==> src/sv/wrms_pkg.sv <==
// wrms_pkg: widths, configuration register indexes and shared types for the
// windowed rms block with noise correction; no dependencies
`timescale 1ns / 1ps
`default_nettype none

package wrms_pkg;

    // sample and record limits
    localparam int SAMPLE_BITS = 16;
    localparam int IDX_W       = 20;
    localparam int LEN_W       = IDX_W + 1;
    localparam int MAX_SAMPLES = 2 ** IDX_W;

    // square of a magnitude up to 2**(SAMPLE_BITS-1)
    localparam int SQ_W   = 2 * SAMPLE_BITS - 1;
    // sum of up to MAX_SAMPLES squares
    localparam int SUM_W  = SQ_W + IDX_W;
    // mean square never exceeds one square
    localparam int MS_W   = SQ_W;
    localparam int ROOT_W = SAMPLE_BITS;

    // configuration port
    localparam int CFG_IDX_W  = 3;
    localparam int CFG_DATA_W = LEN_W;

    localparam logic [CFG_IDX_W-1:0] CFG_SIG_WIN_EN  = 3'd0;
    localparam logic [CFG_IDX_W-1:0] CFG_SIG_START   = 3'd1;
    localparam logic [CFG_IDX_W-1:0] CFG_SIG_LENGTH  = 3'd2;
    localparam logic [CFG_IDX_W-1:0] CFG_NOISE_EN    = 3'd3;
    localparam logic [CFG_IDX_W-1:0] CFG_NOISE_START = 3'd4;
    localparam logic [CFG_IDX_W-1:0] CFG_NOISE_LEN   = 3'd5;

    localparam logic [LEN_W-1:0] LENGTH_RESET = LEN_W'(MAX_SAMPLES);

    typedef struct packed {
        logic             signal_window_enable;
        logic [IDX_W-1:0] signal_start;
        logic [LEN_W-1:0] signal_length;
        logic             noise_enable;
        logic [IDX_W-1:0] noise_start;
        logic [LEN_W-1:0] noise_length;
    } cfg_t;

    // one classified beat handed from front to back
    typedef struct packed {
        logic [SQ_W-1:0]  sq;
        logic             sig_hit;
        logic             noise_hit;
        logic             last;
        logic [LEN_W-1:0] count;
    } q_entry_t;

endpackage

`default_nettype wire

==> src/sv/wrms_if.sv <==
// wrms_sample_if and wrms_result_if: valid/ready channels of the block
// depends on wrms_pkg for field widths
`timescale 1ns / 1ps
`default_nettype none

interface wrms_sample_if;
    logic                                    valid;
    logic                                    ready;
    logic signed [wrms_pkg::SAMPLE_BITS-1:0] sample;
    logic                                    is_last;

    modport source (output valid, output sample, output is_last, input ready);
    modport sink (input valid, input sample, input is_last, output ready);
endinterface

interface wrms_result_if;
    logic                        valid;
    logic                        ready;
    logic [wrms_pkg::ROOT_W-1:0] rms;
    logic                        noise_dominant;

    modport source (output valid, output rms, output noise_dominant, input ready);
    modport sink (input valid, input rms, input noise_dominant, output ready);
endinterface

`default_nettype wire

==> src/sv/wrms_front.sv <==
// wrms_front: takes sample beats, squares them and marks window membership
// depends on wrms_pkg and wrms_sample_if
`timescale 1ns / 1ps
`default_nettype none

module wrms_front (
    input  wire logic               clk,
    input  wire logic               rst_n,
    input  wire wrms_pkg::cfg_t     cfg,
    wrms_sample_if.sink             samples,
    input  wire logic               q_full,
    output wrms_pkg::q_entry_t      entry,
    output logic                    push
);
    import wrms_pkg::*;

    logic [LEN_W-1:0]         count_reg;
    logic [LEN_W-1:0]         count_next;
    logic [LEN_W-1:0]         count_after;
    logic                     active;
    logic [IDX_W-1:0]         idx;
    logic [SAMPLE_BITS-1:0]   raw;
    logic [SAMPLE_BITS-1:0]   mag;
    logic [2*SAMPLE_BITS-1:0] prod;
    logic [LEN_W-1:0]         sig_off;
    logic [LEN_W-1:0]         noise_off;
    logic                     in_sig;
    logic                     in_noise;

    // beats are taken whenever the queue has room
    assign samples.ready = !q_full;
    assign push          = samples.valid && !q_full;

    // samples beyond the record limit are not counted
    assign active = (count_reg < LEN_W'(MAX_SAMPLES));
    assign idx    = count_reg[IDX_W-1:0];

    // magnitude and square
    assign raw  = samples.sample;
    assign mag  = raw[SAMPLE_BITS-1] ? (~raw + 1'b1) : raw;
    assign prod = mag * mag;

    // window membership of this sample
    assign sig_off   = {1'b0, idx} - {1'b0, cfg.signal_start};
    assign noise_off = {1'b0, idx} - {1'b0, cfg.noise_start};
    assign in_sig    = (idx >= cfg.signal_start) && (sig_off < cfg.signal_length);
    assign in_noise  = (idx >= cfg.noise_start) && (noise_off < cfg.noise_length);

    assign count_after = count_reg + LEN_W'(active);

    always_comb
    begin
        entry.sq        = prod[SQ_W-1:0];
        entry.sig_hit   = active && (!cfg.signal_window_enable || in_sig);
        entry.noise_hit = active && cfg.noise_enable && in_noise;
        entry.last      = samples.is_last;
        entry.count     = count_after;
    end

    // record position, cleared after the last beat
    always_comb
    begin
        count_next = count_reg;
        if (push)
        begin
            count_next = samples.is_last ? '0 : count_after;
        end
    end

    always_ff @(posedge clk or negedge rst_n)
    begin
        if (!rst_n)
        begin
            count_reg <= '0;
        end
        else
        begin
            count_reg <= count_next;
        end
    end

endmodule

`default_nettype wire

==> src/sv/wrms_queue.sv <==
// wrms_queue: short first-in first-out queue of classified beats
// depends on wrms_pkg for the entry type
`timescale 1ns / 1ps
`default_nettype none

module wrms_queue #(
    parameter int DEPTH = 4
) (
    input  wire logic               clk,
    input  wire logic               rst_n,
    input  wire logic               push,
    input  wire wrms_pkg::q_entry_t wr_entry,
    input  wire logic               pop,
    output wrms_pkg::q_entry_t      head,
    output logic                    full,
    output logic                    empty
);
    import wrms_pkg::*;

    localparam int PTR_W = (DEPTH > 1) ? $clog2(DEPTH) : 1;
    localparam int CNT_W = $clog2(DEPTH + 1);

    q_entry_t         mem [DEPTH];
    logic [PTR_W-1:0] wr_ptr_reg;
    logic [PTR_W-1:0] wr_ptr_next;
    logic [PTR_W-1:0] rd_ptr_reg;
    logic [PTR_W-1:0] rd_ptr_next;
    logic [CNT_W-1:0] fill_reg;
    logic [CNT_W-1:0] fill_next;

    assign full  = (fill_reg == CNT_W'(DEPTH));
    assign empty = (fill_reg == '0);
    assign head  = mem[rd_ptr_reg];

    // pointer wrap and fill level
    always_comb
    begin
        wr_ptr_next = wr_ptr_reg;
        rd_ptr_next = rd_ptr_reg;
        if (push)
        begin
            wr_ptr_next = (wr_ptr_reg == PTR_W'(DEPTH - 1)) ? '0 : wr_ptr_reg + 1'b1;
        end
        if (pop)
        begin
            rd_ptr_next = (rd_ptr_reg == PTR_W'(DEPTH - 1)) ? '0 : rd_ptr_reg + 1'b1;
        end
        fill_next = fill_reg + CNT_W'(push) - CNT_W'(pop);
    end

    always_ff @(posedge clk or negedge rst_n)
    begin
        if (!rst_n)
        begin
            wr_ptr_reg <= '0;
            rd_ptr_reg <= '0;
            fill_reg   <= '0;
        end
        else
        begin
            wr_ptr_reg <= wr_ptr_next;
            rd_ptr_reg <= rd_ptr_next;
            fill_reg   <= fill_next;
        end
    end

    // entry storage
    always_ff @(posedge clk)
    begin
        if (push)
        begin
            mem[wr_ptr_reg] <= wr_entry;
        end
    end

endmodule

`default_nettype wire

==> src/sv/wrms_back.sv <==
// wrms_back: accumulates squares, then divides, corrects and takes the root
// depends on wrms_pkg and wrms_result_if
`timescale 1ns / 1ps
`default_nettype none

module wrms_back (
    input  wire logic               clk,
    input  wire logic               rst_n,
    input  wire wrms_pkg::cfg_t     cfg,
    input  wire wrms_pkg::q_entry_t head,
    input  wire logic               empty,
    output logic                    pop,
    wrms_result_if.source           results
);
    import wrms_pkg::*;

    localparam int CNT_W = $clog2(SUM_W);

    localparam logic [2:0] ST_ACC       = 3'd0;
    localparam logic [2:0] ST_DIV_SIG   = 3'd1;
    localparam logic [2:0] ST_DIV_NOISE = 3'd2;
    localparam logic [2:0] ST_SUB       = 3'd3;
    localparam logic [2:0] ST_SQRT      = 3'd4;
    localparam logic [2:0] ST_OUT       = 3'd5;

    logic [2:0]          state_reg, state_next;
    logic [CNT_W-1:0]    cnt_reg, cnt_next;
    logic [SUM_W-1:0]    sig_sum_reg, sig_sum_next;
    logic [SUM_W-1:0]    noise_sum_reg, noise_sum_next;
    logic [SUM_W-1:0]    num_reg, num_next;
    logic [LEN_W-1:0]    rem_reg, rem_next;
    logic [LEN_W-1:0]    den_reg, den_next;
    logic [MS_W-1:0]     sig_ms_reg, sig_ms_next;
    logic [MS_W-1:0]     noise_ms_reg, noise_ms_next;
    logic                flag_reg, flag_next;
    logic [2*ROOT_W-1:0] rad_reg, rad_next;
    logic [ROOT_W:0]     srem_reg, srem_next;
    logic [ROOT_W-1:0]   root_reg, root_next;
    logic [ROOT_W-1:0]   rms_reg, rms_next;
    logic                dom_reg, dom_next;
    logic                out_valid_reg, out_valid_next;

    logic [SUM_W-1:0]  acc_sig;
    logic [SUM_W-1:0]  acc_noise;
    logic [LEN_W:0]    div_shift;
    logic              div_ge;
    logic [LEN_W:0]    div_rem;
    logic [SUM_W-1:0]  div_quot;
    logic              div_done;
    logic [MS_W-1:0]   div_result;
    logic [ROOT_W+2:0] sq_shift;
    logic [ROOT_W+2:0] sq_trial;
    logic              sq_ge;
    logic [ROOT_W+2:0] sq_rem;
    logic              sq_done;
    logic              out_load;

    assign results.valid          = out_valid_reg;
    assign results.rms            = rms_reg;
    assign results.noise_dominant = dom_reg;

    assign pop = (state_reg == ST_ACC) && !empty;

    // running sums with the head beat added
    assign acc_sig   = sig_sum_reg + (head.sig_hit ? SUM_W'(head.sq) : '0);
    assign acc_noise = noise_sum_reg + (head.noise_hit ? SUM_W'(head.sq) : '0);

    // restoring divider, one quotient bit a cycle
    assign div_shift  = {rem_reg, num_reg[SUM_W-1]};
    assign div_ge     = (div_shift >= {1'b0, den_reg});
    assign div_rem    = div_ge ? (div_shift - {1'b0, den_reg}) : div_shift;
    assign div_quot   = {num_reg[SUM_W-2:0], div_ge};
    assign div_done   = (cnt_reg == CNT_W'(SUM_W - 1));
    assign div_result = (den_reg == '0) ? '0 : div_quot[MS_W-1:0];

    // digit-by-digit square root, one root bit a cycle
    assign sq_shift = {srem_reg, rad_reg[2*ROOT_W-1 -: 2]};
    assign sq_trial = {1'b0, root_reg, 2'b01};
    assign sq_ge    = (sq_shift >= sq_trial);
    assign sq_rem   = sq_ge ? (sq_shift - sq_trial) : sq_shift;
    assign sq_done  = (cnt_reg == CNT_W'(ROOT_W - 1));

    assign out_load = (state_reg == ST_OUT) && (!out_valid_reg || results.ready);

    // sequencer
    always_comb
    begin
        state_next     = state_reg;
        cnt_next       = cnt_reg;
        sig_sum_next   = sig_sum_reg;
        noise_sum_next = noise_sum_reg;
        num_next       = num_reg;
        rem_next       = rem_reg;
        den_next       = den_reg;
        sig_ms_next    = sig_ms_reg;
        noise_ms_next  = noise_ms_reg;
        flag_next      = flag_reg;
        rad_next       = rad_reg;
        srem_next      = srem_reg;
        root_next      = root_reg;
        rms_next       = rms_reg;
        dom_next       = dom_reg;
        out_valid_next = out_valid_reg;

        if (out_valid_reg && results.ready)
        begin
            out_valid_next = 1'b0;
        end

        unique case (state_reg)
            ST_ACC:
            begin
                if (!empty)
                begin
                    sig_sum_next   = acc_sig;
                    noise_sum_next = acc_noise;
                    if (head.last)
                    begin
                        num_next   = acc_sig;
                        rem_next   = '0;
                        den_next   = cfg.signal_window_enable ? cfg.signal_length
                                                              : head.count;
                        cnt_next   = '0;
                        state_next = ST_DIV_SIG;
                    end
                end
            end
            ST_DIV_SIG:
            begin
                num_next = div_quot;
                rem_next = div_rem[LEN_W-1:0];
                cnt_next = cnt_reg + 1'b1;
                if (div_done)
                begin
                    sig_ms_next = div_result;
                    cnt_next    = '0;
                    if (cfg.noise_enable)
                    begin
                        num_next   = noise_sum_reg;
                        rem_next   = '0;
                        den_next   = cfg.noise_length;
                        state_next = ST_DIV_NOISE;
                    end
                    else
                    begin
                        noise_ms_next = '0;
                        state_next    = ST_SUB;
                    end
                end
            end
            ST_DIV_NOISE:
            begin
                num_next = div_quot;
                rem_next = div_rem[LEN_W-1:0];
                cnt_next = cnt_reg + 1'b1;
                if (div_done)
                begin
                    noise_ms_next = div_result;
                    cnt_next      = '0;
                    state_next    = ST_SUB;
                end
            end
            ST_SUB:
            begin
                // noise above signal clamps to zero
                flag_next = (noise_ms_reg > sig_ms_reg);
                rad_next  = flag_next ? '0
                                      : (2*ROOT_W)'(sig_ms_reg - noise_ms_reg);
                srem_next  = '0;
                root_next  = '0;
                cnt_next   = '0;
                state_next = ST_SQRT;
            end
            ST_SQRT:
            begin
                srem_next = sq_rem[ROOT_W:0];
                root_next = {root_reg[ROOT_W-2:0], sq_ge};
                rad_next  = {rad_reg[2*ROOT_W-3:0], 2'b00};
                cnt_next  = cnt_reg + 1'b1;
                if (sq_done)
                begin
                    cnt_next   = '0;
                    state_next = ST_OUT;
                end
            end
            ST_OUT:
            begin
                if (out_load)
                begin
                    rms_next       = root_reg;
                    dom_next       = flag_reg;
                    out_valid_next = 1'b1;
                    sig_sum_next   = '0;
                    noise_sum_next = '0;
                    state_next     = ST_ACC;
                end
            end
            default:
            begin
                state_next = ST_ACC;
            end
        endcase
    end

    // control state and sums
    always_ff @(posedge clk or negedge rst_n)
    begin
        if (!rst_n)
        begin
            state_reg     <= ST_ACC;
            cnt_reg       <= '0;
            sig_sum_reg   <= '0;
            noise_sum_reg <= '0;
            out_valid_reg <= 1'b0;
        end
        else
        begin
            state_reg     <= state_next;
            cnt_reg       <= cnt_next;
            sig_sum_reg   <= sig_sum_next;
            noise_sum_reg <= noise_sum_next;
            out_valid_reg <= out_valid_next;
        end
    end

    // datapath registers
    always_ff @(posedge clk)
    begin
        num_reg      <= num_next;
        rem_reg      <= rem_next;
        den_reg      <= den_next;
        sig_ms_reg   <= sig_ms_next;
        noise_ms_reg <= noise_ms_next;
        flag_reg     <= flag_next;
        rad_reg      <= rad_next;
        srem_reg     <= srem_next;
        root_reg     <= root_next;
        rms_reg      <= rms_next;
        dom_reg      <= dom_next;
    end

endmodule

`default_nettype wire

==> src/sv/windowed_rms_noise_corrected.sv <==
// windowed rms with noise correction: one sample beat per cycle while a record
// streams in and the queue has room; after the last beat is accepted it divides
// out the signal mean square, then the noise mean square if enabled, then takes
// the root; beats keep being taken meanwhile until the 4-entry queue is full
// reset clears record position, sums and pending result; registers return to
// windowing and noise off, starts 0, lengths 1048576
`timescale 1ns / 1ps
`default_nettype none

module windowed_rms_noise_corrected #(
    parameter int QUEUE_DEPTH = 4
) (
    input  wire logic                          clk,
    input  wire logic                          rst_n,
    input  wire logic                          cfg_write_en,
    input  wire logic [wrms_pkg::CFG_IDX_W-1:0]  cfg_index,
    input  wire logic [wrms_pkg::CFG_DATA_W-1:0] cfg_data,
    wrms_sample_if.sink                        samples,
    wrms_result_if.source                      results
);
    import wrms_pkg::*;

    cfg_t     cfg_reg;
    cfg_t     cfg_next;
    q_entry_t wr_entry;
    q_entry_t head;
    logic     push;
    logic     pop;
    logic     q_full;
    logic     q_empty;

    // configuration registers
    always_comb
    begin
        cfg_next = cfg_reg;
        if (cfg_write_en)
        begin
            unique case (cfg_index)
                CFG_SIG_WIN_EN:  cfg_next.signal_window_enable = cfg_data[0];
                CFG_SIG_START:   cfg_next.signal_start = cfg_data[IDX_W-1:0];
                CFG_SIG_LENGTH:  cfg_next.signal_length = cfg_data[LEN_W-1:0];
                CFG_NOISE_EN:    cfg_next.noise_enable = cfg_data[0];
                CFG_NOISE_START: cfg_next.noise_start = cfg_data[IDX_W-1:0];
                CFG_NOISE_LEN:   cfg_next.noise_length = cfg_data[LEN_W-1:0];
                default:         cfg_next = cfg_reg;
            endcase
        end
    end

    always_ff @(posedge clk or negedge rst_n)
    begin
        if (!rst_n)
        begin
            cfg_reg.signal_window_enable <= 1'b0;
            cfg_reg.signal_start         <= '0;
            cfg_reg.signal_length        <= LENGTH_RESET;
            cfg_reg.noise_enable         <= 1'b0;
            cfg_reg.noise_start          <= '0;
            cfg_reg.noise_length         <= LENGTH_RESET;
        end
        else
        begin
            cfg_reg <= cfg_next;
        end
    end

    // classify beats
    wrms_front u_front (
        .clk     (clk),
        .rst_n   (rst_n),
        .cfg     (cfg_reg),
        .samples (samples),
        .q_full  (q_full),
        .entry   (wr_entry),
        .push    (push)
    );

    // decouple front and back
    wrms_queue #(
        .DEPTH (QUEUE_DEPTH)
    ) u_queue (
        .clk      (clk),
        .rst_n    (rst_n),
        .push     (push),
        .wr_entry (wr_entry),
        .pop      (pop),
        .head     (head),
        .full     (q_full),
        .empty    (q_empty)
    );

    // accumulate and finish the record
    wrms_back u_back (
        .clk     (clk),
        .rst_n   (rst_n),
        .cfg     (cfg_reg),
        .head    (head),
        .empty   (q_empty),
        .pop     (pop),
        .results (results)
    );

endmodule

`default_nettype wire

==> src/flat_wrapper.sv <==
// flat-port wrapper written by rule: the top's interface ports become plain ports
module windowed_rms_noise_corrected_flat import wrms_pkg::*;
#(
    parameter int QUEUE_DEPTH = 4
)
  (clk, rst_n, cfg_write_en, cfg_index, cfg_data, samples_valid, samples_sample, samples_is_last, samples_ready, results_valid, results_rms, results_noise_dominant, results_ready);
  wrms_sample_if samples_i ();
  wrms_result_if results_i ();
  input  wire logic clk;
  input  wire logic rst_n;
  input  wire logic cfg_write_en;
  input  wire logic [wrms_pkg::CFG_IDX_W-1:0] cfg_index;
  input  wire logic [wrms_pkg::CFG_DATA_W-1:0] cfg_data;
  input wire logic [$bits(samples_i.valid)-1:0] samples_valid;
  input wire logic [$bits(samples_i.sample)-1:0] samples_sample;
  input wire logic [$bits(samples_i.is_last)-1:0] samples_is_last;
  output wire logic [$bits(samples_i.ready)-1:0] samples_ready;
  output wire logic [$bits(results_i.valid)-1:0] results_valid;
  output wire logic [$bits(results_i.rms)-1:0] results_rms;
  output wire logic [$bits(results_i.noise_dominant)-1:0] results_noise_dominant;
  input wire logic [$bits(results_i.ready)-1:0] results_ready;
  assign samples_i.valid = samples_valid;
  assign samples_i.sample = samples_sample;
  assign samples_i.is_last = samples_is_last;
  assign samples_ready = samples_i.ready;
  assign results_valid = results_i.valid;
  assign results_rms = results_i.rms;
  assign results_noise_dominant = results_i.noise_dominant;
  assign results_i.ready = results_ready;
  windowed_rms_noise_corrected #(.QUEUE_DEPTH(QUEUE_DEPTH)) u_core (.clk(clk), .rst_n(rst_n), .cfg_write_en(cfg_write_en), .cfg_index(cfg_index), .cfg_data(cfg_data), .samples(samples_i), .results(results_i));
endmodule
==> config.mk <==
export PLATFORM = sky130hd
export DESIGN_NAME = windowed_rms_noise_corrected_flat
export DESIGN_NICKNAME = d
export VERILOG_FILES = /design/src/sv/wrms_pkg.sv /design/src/sv/wrms_if.sv /design/src/sv/wrms_front.sv /design/src/sv/wrms_queue.sv /design/src/sv/wrms_back.sv /design/src/sv/windowed_rms_noise_corrected.sv /design/src/flat_wrapper.sv
export SDC_FILE = /design/constraint.sdc
export NUM_CORES = 2
export LEC_CHECK = 0
export ABC_AREA = 1
export BUFFER_PORTS_ARGS = -buffer_cell sky130_fd_sc_hd__buf_2
export CAP_MARGIN = 20
export CORE_UTILIZATION = 59
export CTS_CLUSTER_DIAMETER = 120
export DETAILED_ROUTE_END_ITERATION = 6
export HOLD_SLACK_MARGIN = 0.15
export PLACE_DENSITY_LB_ADDON = 0.25
export SLEW_MARGIN = 10
export SYNTH_ARGS = -nofsm -noshare
export SYNTH_HDL_FRONTEND = slang
export SYNTH_SLANG_ARGS = --single-unit
export TNS_END_PERCENT = 10
==> constraint.sdc <==
create_clock -name clk -period 4.8 [get_ports clk]
set_input_delay 0.96 -clock clk [delete_from_list [all_inputs] [get_ports clk]]
set_output_delay 0.96 -clock clk [all_outputs]
set_load 0.01 [all_outputs]
==> metrics.txt <==
Crit. End Element flip-flop; Avg Cell Area, Syn 7.945 um^2; DRT Wirelength 138800 um; RD Place Congestion 1.001; status complete, but fails checks; htree depth 3; CP dominant cell by count fa_1; post-detailed-route count of antenna-violating nets 0; Post-synth top flop edfxtp_1; first-pass GRT wire length 220300 um; IO Port Bufs 64; Period minus WS final 6.452 ns; Final setup viols 100; Largest register FFs 216; Post-route DRC 0; Synth Warn # 0; Filler Cell Count 6825; WHS 0.2967 ns; CP Launch Type input pin; Detailed Place HPWL 105700 um; HP Class input pin to async pin; Nets 6987; IO Count 65; max cap viols 0; CP bufs+invs 10; failing checks setup timing; FMAX 0.1550 GHz; crit-path max FO 5; Syn-to-layout area delta 14.52%; clock-pin transition on the worst setup and hold timing paths 0.06 ns; Worst slew margin 0.3244; Initial Util 0.5959; critical path depth in cells 30; synthesized instance count 6158; Tot GR Track Use 0.3295; total grt overflow 0; clk root buf clkbuf_16; Max Root-Sink Buffers 3; Post-synth EDFFs 454; slowest CP cell fa_1; Crit. Startpoint samples_sample[0]; TritonCTS clock tree built; First-pass DRT Iterations 6; Vias/cell 5.605; Core Area 82110 um^2; r2r worst-path depth 23; RSZ-0062 raised after global routing true; Worst EP arrival 6.81 ns; CTS Sinks 678; Req. time, crit path 5.16 ns; initial DRC count 3643; Synth cell types 66; antenna violations before repair 1; vias in the first global route 42120; RR Startpoint u_core.u_front.count_reg[0]; number of buffers created by CTS 76; total vias in the final route 42520; wire length per cell 18.30 um; family with the most delay on the worst path adder cells; Die W 290.0 um; Post-Layout Cell Count 7586; Die Area 84080 um^2; fin crit share 1.344; clk_lat worst skew 0.64 ns; R2R setup slack 0.63 ns; Worst Clk Skew 0.03639 ns; RR Endpoint u_core.u_queue.mem[1][23]; Post-Route Utilization 0.6824; CP Class input pin to flip-flop; final slew viol count 0; Critical Path End u_core.u_queue.mem[3][52]; register bit total from synthesis 678; Slew @ Worst Pin 1.009 ns; Die Height 290.0 um; ys async rst share 0.3304; dpl cells 7422; row count 105; sequential-to-total area share from yosys stat 0.3933; largest net degree at the start of global routing 90; Diodes inserted 0; cell area after synthesis 48930 um^2; critical path's largest stage delay 0.53 ns; min setup slack post-route -1.652 ns; layout cells sized above 1 0.1146; Fin. Hold Viols 0
[cell families after synthesis]
family,Yosys count,synth area share
XOR/XNOR,135,0.02447
buffers and inverters,1153,0.09091
flip-flops,678,0.3933
adder cells (fa/ha/maj),487,0.1506
AO/OA/AOI/OAI,905,0.1054
other,2,0.0001535
AND/OR/NAND/NOR,2798,0.2351
[timing repair]
item                       CTS  global route
resized for setup          110            70
setup endpoints to repair  100           100
buffers inserted             9            13
pin swaps                   63            41
hold buffers                 0             0
[worst reg2reg max path, stage by stage, from the launching register on]
cell and delay [ns]:
dfrtp_1 0.39, inv_1 0.19, ha_1 0.20, inv_1 0.07
fa_1 0.48, nand3_1 0.14, nand2_1 0.09, nand3_1 0.09
nand2_1 0.14, nand3_1 0.12, nand2_1 0.10, nand2_1 0.08
nand3_1 0.12, a21oi_1 0.23, ha_1 0.29, nand2_1 0.09
inv_1 0.04, nand3_1 0.08, inv_1 0.05, a21oi_1 0.16
nand2_1 0.08, nor2_1 0.10, nand2_1 0.09, a21oi_1 0.50
[layout make-up]
class / count / area, um^2 / share of cell area
clock inverters: 38 / 446.7 / 0.007972
multi-input cells: 4336 / 26480 / 0.4725
clock buffers: 102 / 2071 / 0.03696
well taps: 1070 / 1339 / 0.02389
repair buffers: 346 / 2587 / 0.04618
flip-flops and latches: 678 / 19240 / 0.3435
inverters: 1016 / 3865 / 0.06898
[cell usage after synthesis, drive strengths merged, types with 59 or more instances]
cell type,instances,share of area
nand4,79,0.010
clkbuf,81,0.0062
edfxtp,454,0.28
a21oi,307,0.032
ha,317,0.081
nand2,1659,0.13
xnor2,62,0.011
dfrtp,222,0.11
o21ai,371,0.038
inv,1010,0.078
xor2,73,0.013
nor2,657,0.052
nor3,59,0.0066
fa,170,0.070
nand3,283,0.030
[how the worst min path moves through the flow]
| stage | endpoint | start |
|---|---|---|
| after floorplan | u_core.u_back.results.noise_dominant | u_core.u_back.flag_reg |
| after global placement | u_core.u_back.results.rms[3] | u_core.u_back.root_reg[3] |
| after detailed placement | u_core.u_back.results.rms[3] | u_core.u_back.root_reg[3] |
| after CTS | u_core.u_back.noise_sum_reg[49] | rst_n |
| after global routing | u_core.u_back.noise_sum_reg[44] | rst_n |
| final | u_core.u_back.noise_sum_reg[40] | rst_n |
[stage by stage]
step	setup TNS (ns)	instance area (um^2)	setup slack, ns
finish	-136.75	56030	-1.652
global route	-156.19	56030	-1.848
CTS	-122.52	55610	-1.455
detailed placement	-211.15	52540	-2.303
global placement	-201.54	52540	-2.188
floorplan	-164.36	49450	-1.828
[metal layers]
| layer | vias up | track usage | wire length [um] |
|---|---|---|---|
| met5 | - | 0 | 12 |
| met4 | 2 | 0.1268 | 5297 |
| met3 | 282 | 0.03807 | 9165 |
| met2 | 1485 | 0.5538 | 66040 |
| met1 | 20170 | 0.4379 | 58300 |
| li1 | 20580 | - | - |
[layout by cell type (no fill, tap or decap), types with 12 or more instances in the layout]
cell type | Yosys | layout
clkinv_1 | 6 | 13
o22ai_1 | 36 | 36
nand2_1 | 1643 | 1607
o21ai_1 | 14 | 16
inv_2 | 18 | 46
clkbuf_16 | 0 | 77
buf_6 | 3 | 12
xor2_1 | 71 | 63
nand3_1 | 275 | 266
a22oi_1 | 21 | 21
o21bai_1 | 33 | 31
o21ai_0 | 355 | 346
nor2_2 | 10 | 21
nor2_1 | 640 | 607
nor4_1 | 31 | 27
nand3_2 | 8 | 13
a21o_1 | 21 | 21
a31oi_1 | 31 | 30
xnor2_1 | 62 | 58
buf_4 | 13 | 264
fa_2 | 0 | 12
inv_1 | 990 | 955
dfrtp_1 | 222 | 221
nor2_4 | 7 | 29
ha_1 | 317 | 295
a21oi_2 | 3 | 18
nand2_2 | 15 | 36
nand2_4 | 1 | 14
edfxtp_1 | 454 | 454
nand4_1 | 78 | 78
buf_2 | 32 | 61
a21oi_1 | 303 | 280
nand3b_1 | 16 | 16
fa_1 | 170 | 158
ha_4 | 0 | 21
clkbuf_1 | 80 | 20
a32o_1 | 32 | 32
nor3_1 | 55 | 53
Power is left out: the tool's default activity adds up to more than one toggle a clock period on the data nets, which glitch-free logic cannot reach.
